==> src/rtl/khc_pkg.sv <==
// Package for the keyword hit counter: request codes, controller states and the
// command and status records that join the controller to the datapath.
// No dependencies.
package khc_pkg;

  localparam int unsigned DEF_MAX_KEYWORDS = 32;
  localparam int unsigned DEF_MAX_WORD     = 32;

  localparam int unsigned REQ_W   = 3;
  localparam int unsigned CHAR_W  = 8;
  localparam int unsigned COUNT_W = 8;
  localparam int unsigned LINE_W  = 16;

  localparam logic [REQ_W-1:0] REQ_NEW_SET  = 3'd0;
  localparam logic [REQ_W-1:0] REQ_KW_CHAR  = 3'd1;
  localparam logic [REQ_W-1:0] REQ_KW_END   = 3'd2;
  localparam logic [REQ_W-1:0] REQ_TXT_CHAR = 3'd3;
  localparam logic [REQ_W-1:0] REQ_LINE_END = 3'd4;
  localparam logic [REQ_W-1:0] REQ_SET_END  = 3'd5;

  localparam logic RES_LINE = 1'b0;
  localparam logic RES_SET  = 1'b1;

  typedef enum logic [2:0] {
    S_IDLE,
    S_LEN_RD,
    S_LEN_CHK,
    S_CHR_RD,
    S_CHR_CHK,
    S_EMIT_LINE,
    S_EMIT_SET
  } ctrl_state_e;

  typedef struct packed {
    logic take;
    logic match_start;
    logic next_key;
    logic chr_start;
    logic chr_next;
    logic hit;
    logic close_tok;
    logic emit_line;
    logic emit_set;
  } khc_cmd_t;

  typedef struct packed {
    logic is_letter;
    logic can_match;
    logic len_eq;
    logic chr_eq;
    logic last_key;
    logic last_chr;
    logic out_free;
  } khc_sts_t;

endpackage

==> src/rtl/khc_ctrl.sv <==
// Controller state machine: accepts requests, sequences the keyword walk and result emits.
// Depends on khc_pkg.
module khc_ctrl import khc_pkg::*; (
  input  logic             clk_i,
  input  logic             rst_ni,
  input  logic             in_valid_i,
  input  logic [REQ_W-1:0] in_req_i,
  output logic             in_ready_o,
  input  khc_sts_t         sts_i,
  output khc_cmd_t         cmd_o
);

  ctrl_state_e state_q, state_d;
  logic        line_end_q, line_end_d;
  ctrl_state_e after_match;

  assign in_ready_o  = (state_q == S_IDLE);
  assign after_match = line_end_q ? S_EMIT_LINE : S_IDLE;

  always_ff @(posedge clk_i or negedge rst_ni) begin
    if (!rst_ni) begin
      state_q    <= S_IDLE;
      line_end_q <= 1'b0;
    end else begin
      state_q    <= state_d;
      line_end_q <= line_end_d;
    end
  end

  always_comb begin
    state_d    = state_q;
    line_end_d = line_end_q;
    unique case (state_q)
      S_IDLE: begin
        if (in_valid_i) begin
          line_end_d = (in_req_i == REQ_LINE_END);
          if (in_req_i == REQ_SET_END) begin
            state_d = S_EMIT_SET;
          end else if ((in_req_i == REQ_TXT_CHAR && !sts_i.is_letter) ||
                       in_req_i == REQ_LINE_END) begin
            if (sts_i.can_match) begin
              state_d = S_LEN_RD;
            end else if (in_req_i == REQ_LINE_END) begin
              state_d = S_EMIT_LINE;
            end
          end
        end
      end
      S_LEN_RD: state_d = S_LEN_CHK;
      S_LEN_CHK: begin
        if (sts_i.len_eq) begin
          state_d = S_CHR_RD;
        end else if (sts_i.last_key) begin
          state_d = after_match;
        end else begin
          state_d = S_LEN_RD;
        end
      end
      S_CHR_RD: state_d = S_CHR_CHK;
      S_CHR_CHK: begin
        if (!sts_i.chr_eq) begin
          state_d = sts_i.last_key ? after_match : S_LEN_RD;
        end else if (sts_i.last_chr) begin
          state_d = after_match;
        end else begin
          state_d = S_CHR_RD;
        end
      end
      S_EMIT_LINE: if (sts_i.out_free) state_d = S_IDLE;
      S_EMIT_SET: if (sts_i.out_free) state_d = S_IDLE;
      default: state_d = S_IDLE;
    endcase
  end

  always_comb begin
    cmd_o = '0;
    unique case (state_q)
      S_IDLE: begin
        if (in_valid_i) begin
          cmd_o.take = 1'b1;
          if ((in_req_i == REQ_TXT_CHAR && !sts_i.is_letter) ||
              in_req_i == REQ_LINE_END) begin
            if (sts_i.can_match) begin
              cmd_o.match_start = 1'b1;
            end else begin
              cmd_o.close_tok = 1'b1;
            end
          end
        end
      end
      S_LEN_CHK: begin
        if (sts_i.len_eq) begin
          cmd_o.chr_start = 1'b1;
        end else if (sts_i.last_key) begin
          cmd_o.close_tok = 1'b1;
        end else begin
          cmd_o.next_key = 1'b1;
        end
      end
      S_CHR_CHK: begin
        if (!sts_i.chr_eq) begin
          if (sts_i.last_key) begin
            cmd_o.close_tok = 1'b1;
          end else begin
            cmd_o.next_key = 1'b1;
          end
        end else if (sts_i.last_chr) begin
          cmd_o.hit       = 1'b1;
          cmd_o.close_tok = 1'b1;
        end else begin
          cmd_o.chr_next = 1'b1;
        end
      end
      S_EMIT_LINE: cmd_o.emit_line = sts_i.out_free;
      S_EMIT_SET: cmd_o.emit_set = sts_i.out_free;
      default: cmd_o = '0;
    endcase
  end

endmodule

==> config.mk <==
export PLATFORM = sky130hd
export DESIGN_NAME = khc_ctrl
export DESIGN_NICKNAME = d
export VERILOG_FILES = /design/src/rtl/khc_pkg.sv /design/src/rtl/khc_ctrl.sv
export SDC_FILE = /design/constraint.sdc
export NUM_CORES = 1
export LEC_CHECK = 0
export ABC_AREA = 1
export CAP_MARGIN = 20
export CORE_AREA = 2 2 39 41
export CTS_BUF_LIST = sky130_fd_sc_hd__clkbuf_8
export CTS_CLUSTER_SIZE = 12
export DETAILED_ROUTE_END_ITERATION = 6
export DIE_AREA = 0 0 41 43
export DONT_BUFFER_PORTS = 1
export GPL_TIMING_DRIVEN = 0
export HOLD_SLACK_MARGIN = 0.06
export PLACE_DENSITY = 0.54
export SYNTH_ARGS = -nofsm -noshare
export SYNTH_HDL_FRONTEND = slang
export SYNTH_SLANG_ARGS = --single-unit
==> constraint.sdc <==
create_clock -name clk_i -period 1.6 [get_ports clk_i]
set_input_delay 0.24 -clock clk_i [delete_from_list [all_inputs] [get_ports clk_i]]
set_output_delay 0.24 -clock clk_i [all_outputs]
set_load 0.05 [all_outputs]
After elaboration in Yosys (flattened, before gate mapping)
Index checks and enable logic that the tools add are counted.
{ "word_totals": {"input_bits": 13, "reg_bits": 4, "word_cells": 57} }
{ "classes": {"n_mux": 35, "eq_ne": 13, "n_reduce_logical": 7} }
{ "op_table": {"columns": ["cell", "count"], "rows": [
  ["two-way mux 3 bit", 11],
  ["case mux 3 bit (6 select lines)", 1],
  ["two-way mux 1 bit", 16],
  ["equality test 3 bit, second input constant", 5],
  ["two-way mux 2 bit", 5],
  ["equality test 3 x 2 -> 1 bit, second input constant", 3],
  ["inequality test 4 x 1 -> 1 bit, second input constant", 1],
  ["AND reduction 4 bit", 1],
  ["equality test 3 x 1 -> 1 bit, second input constant", 1],
  ["logical NOT 3 bit", 1],
  ["inequality test 3 x 1 -> 1 bit, second input constant", 1],
  ["case mux 1 bit (3 select lines)", 1],
  ["inequality test 2 x 1 -> 1 bit, second input constant", 1],
  ["inequality test 2 bit, second input constant", 1],
  ["case mux 1 bit (2 select lines)", 1],
  ["AND reduction 2 bit", 1],
  ["OR reduction 2 bit", 1],
  ["logical AND 1 bit", 1],
  ["logical NOT 1 bit", 1],
  ["logical OR 1 bit", 1]
]} }

Logic depth before layout (Yosys ltp)
{ "depth": {"depth_word": 7, "depth_mapped": 9, "ltp_nobuf": 9} }

Worst setup path after synthesis
OpenSTA, ideal clock, no wires.
{ "synth_timing": {"kind": "register to output", "from": "register state_q[0]", "to": "output port cmd_o[6] in the netlist's numbering", "setup_slack_ns": -0.547, "arrival_time_ns": 1.907, "required_ns": 1.360, "path_stages_with_launch": 4, "n_path_buf": 0, "path_cell_list": "dfrtp_1 > nor2_1 > nand2_1 > o31ai_1"} }
{ "synth_lines": {"columns": ["item", "line", "rtl"], "rows": [
  ["from (decl)", "khc_ctrl.sv:13", "ctrl_state_e state_q, state_d;"],
  ["from (signal assigned)", "khc_ctrl.sv:25", "state_q <= state_d;"],
  ["to (decl)", "khc_ctrl.sv:10", "output khc_cmd_t cmd_o"]
]} }

==> flow_summary.toml <==
[sta]
fin_skew_ps = 1.474
worst_pin_slew_ps = 593.8
min_period_ps = 1788
slew_headroom_pct = 60.53
fin_ws_ps = -188.0
fin_crit_sh_pct = 111.8
fmax_mhz = 559.3
drv_slew = 0
hold_violations = 0
setup_viol = 3
rsz0062_at_grt = "true"

[layout]
drive_gt1_share_pct = 36.73
area_delta_synth_final_pct = 45.26
final_core_util_pct = 49.91
fin_nets = 113
n_antenna_cell = 0

[global_routing]
use_met2_pct = 26.88
grt_pass1_vias = 547
grt_max_degree = 7
grtUsageMet1_pct = 19.74
busiest_layer = "met2"
antenna_found_initial = 0
grt_util_met3_pct = 8.377
grt-ovfl-total = 0
grt_pass1_wl_mm = 2.028
grt_util_all_layers_pct = 16.70

[worst_setup_path]
cp-start-kind = "flip-flop"
critPathMostFrequentCell = "nor2_4"
rr_worst_depth = 9
end_kind = "primary output"
slowest_delay_ps = 430
path_class = "reg -> out"
cp.arrival_ps = 1550
cp.required_ps = 1360
crit_chain = "nor2_4 > nand2_4 > nor2_4 > and3_4"
slowest_stage = "dfrtp_2"
critPathMaxFanout = 5

[status]
violations = "negative setup slack"
status = "complete, but fails checks"

[routing]
routedWlPerCell_um = 11.00
drc_errors = 0
viasPerCell = 4.807
drt_iter0_drc = 4
drtPass1Iterations = 2
vias = 548
drt-total-wl_mm = 1.254
antenna_left = 0

[die]
die_h_um = 43
design.die.area_um2 = 1763
die_w_um = 41
io_pins = 23
core.rowCount = 14
core_area_um2 = 1384
start_util_pct = 34.36

[clock_network]
cts-buffers-inserted = 3
htreeDepth = 1
cts_sinks = 4
clk_transition_reported_paths_ps = 30
max-clock-path-buffers = 2
clockRootBuffer = "clkbuf_8"
cts_tree = "yes"
clock_latency_ps = 210

[power_and_ir_drop]
p_leak_nw = 0.3554
power_density_nw_per_um2 = 1939
ir_drop_mv = 0.6698
power.total_mw = 1.339

[synth]
async_flop_share_pct = 100.0
yosysSeqAreaShare_pct = 21.05
yosys_warnings = 0
synth_edf_count = 0
synth_area_um2 = 475.5
synth-seq-cells = 4
synth_most_common_cell = "nand2_1"
synthTopCellsByArea = "nand2_1 27%, dfrtp_1 21%, nor2_1 10%"
ys_types = 16
syn_inst = 88
yosys_most_used_dff = "dfrtp_1"
yosys.area.top_type = "nand2_1"
synth.avg_cell_area_um2 = 5.403
syn_nets = 101
synth_commonest_cells = "34 x nand2_1, 13 x nor2_1, 11 x inv_1, 7 x nand3_1, 4 x dfrtp_1"
synth_top_area_share_pct = 26.84

[placement]
place_congestion = 0.7622
dp_hpwl_um = 946.9
portBuffers = 0

[min_path]
hp-class = "in -> reg"
worstHoldPathCells = 2

[job]
cap_viol_max_count = 0
==> final timing paths <==
path,startpoint,end,slack (ps)
max,state_q[0]$_DFFE_PN0P_,cmd_o[7],-190
min,in_req_i[2],line_end_q$_DFFE_PN0P_,210
max reg2reg,state_q[1]$_DFFE_PN0P_,state_q[2]$_DFFE_PN0P_,60
min reg2reg,line_end_q$_DFFE_PN0P_,state_q[2]$_DFFE_PN0P_,590
max in group asynchronous,rst_ni,state_q[2]$_DFFE_PN0P_,1120
min in group asynchronous,rst_ni,state_q[0]$_DFFE_PN0P_,290
==> worst max-delay path: cells and delay by family (launching register included) <==
kind,cells,cell delay (ps)
AND/OR/NAND/NOR,4,910
flip-flops,1,430
==> state kept, by name (all words and copies together) (netlist names) <==
register	count
state_q	3
line_end_q	1
==> logic make-up after synthesis <==
group	Yosys count	share of synthesized area, %
AOI/OAI and AO/OA	3	4.474
and+or+nand+nor	68	64.21
DFF	4	21.05
buffers and inverters	13	10.26
==> routing by layer <==
layer / wire length [µm] / share of wire, % / vias up
met5: 0 / 0 / -
met4: 0 / 0 / 0
met3: 65 / 5.2 / 0
met2: 636 / 51 / 15
met1: 553 / 44 / 240
li1: - / - / 293
==> cells in the final DEF, fill, tap and decap left out <==
| master | n |
|---|---|
| inv_4 | 1 |
| or2_2 | 1 |
| inv_2 | 2 |
| clkbuf_8 | 3 |
| buf_4 | 5 |
| a31o_4 | 1 |
| nand2_4 | 2 |
| nor3_4 | 1 |
| nand3_1 | 7 |
| nor3_1 | 2 |
| inv_1 | 10 |
| nand2_2 | 5 |
| nor2_1 | 9 |
| o31ai_4 | 1 |
| buf_6 | 1 |
| dlygate4sd3_1 | 1 |
| nor2_4 | 6 |
| and3_4 | 1 |
| nor2_2 | 3 |
| dfrtp_2 | 3 |
| nand2_1 | 30 |
| nand4_1 | 1 |
| o21ai_0 | 1 |
| dfrtp_1 | 1 |
==> layout make-up <==
class                      instances  area, µm²
inverter                          13      51.30
sequential                         4      103.9
clock buffer                       3      41.29
fill                             163      693.2
timing repair buffer               7      58.81
multi-input combinational         71      415.4
tap                               16      20.02
==> stage by stage <==
step	TNS, ps	setup slack, ps	area [µm²]	hold WS [ps]	instances
after floorplan	-720.1	-277.0	501.7	-55.59	88
after global placement	-1404	-376.7	521.8	-55.52	104
after detailed placement	-690.7	-238.6	536.8	-55.51	106
after CTS	-555.4	-215.2	669.4	211.7	114
after global routing	-671.8	-240.9	690.7	218.1	114
final	-464.6	-188.0	690.7	208.0	114
==> where the power goes <==
part / internal, mW / switching [mW]
Combinational: 0.292 / 0.631
Clock: 0.160 / 0.0497
Sequential: 0.155 / 0.0524
==> repair_timing <==
item | 4_1_cts | 5_1_grt
endpoints found under the setup margin | 10 | 8
pin swaps | 6 | 6
endpoints found under the hold margin | 4 | 0
hold buffers | 1 | 0
resized for setup | 13 | 8
setup buffers | 4 | 0
No activity file was read; power rests on OpenSTA's default activity.
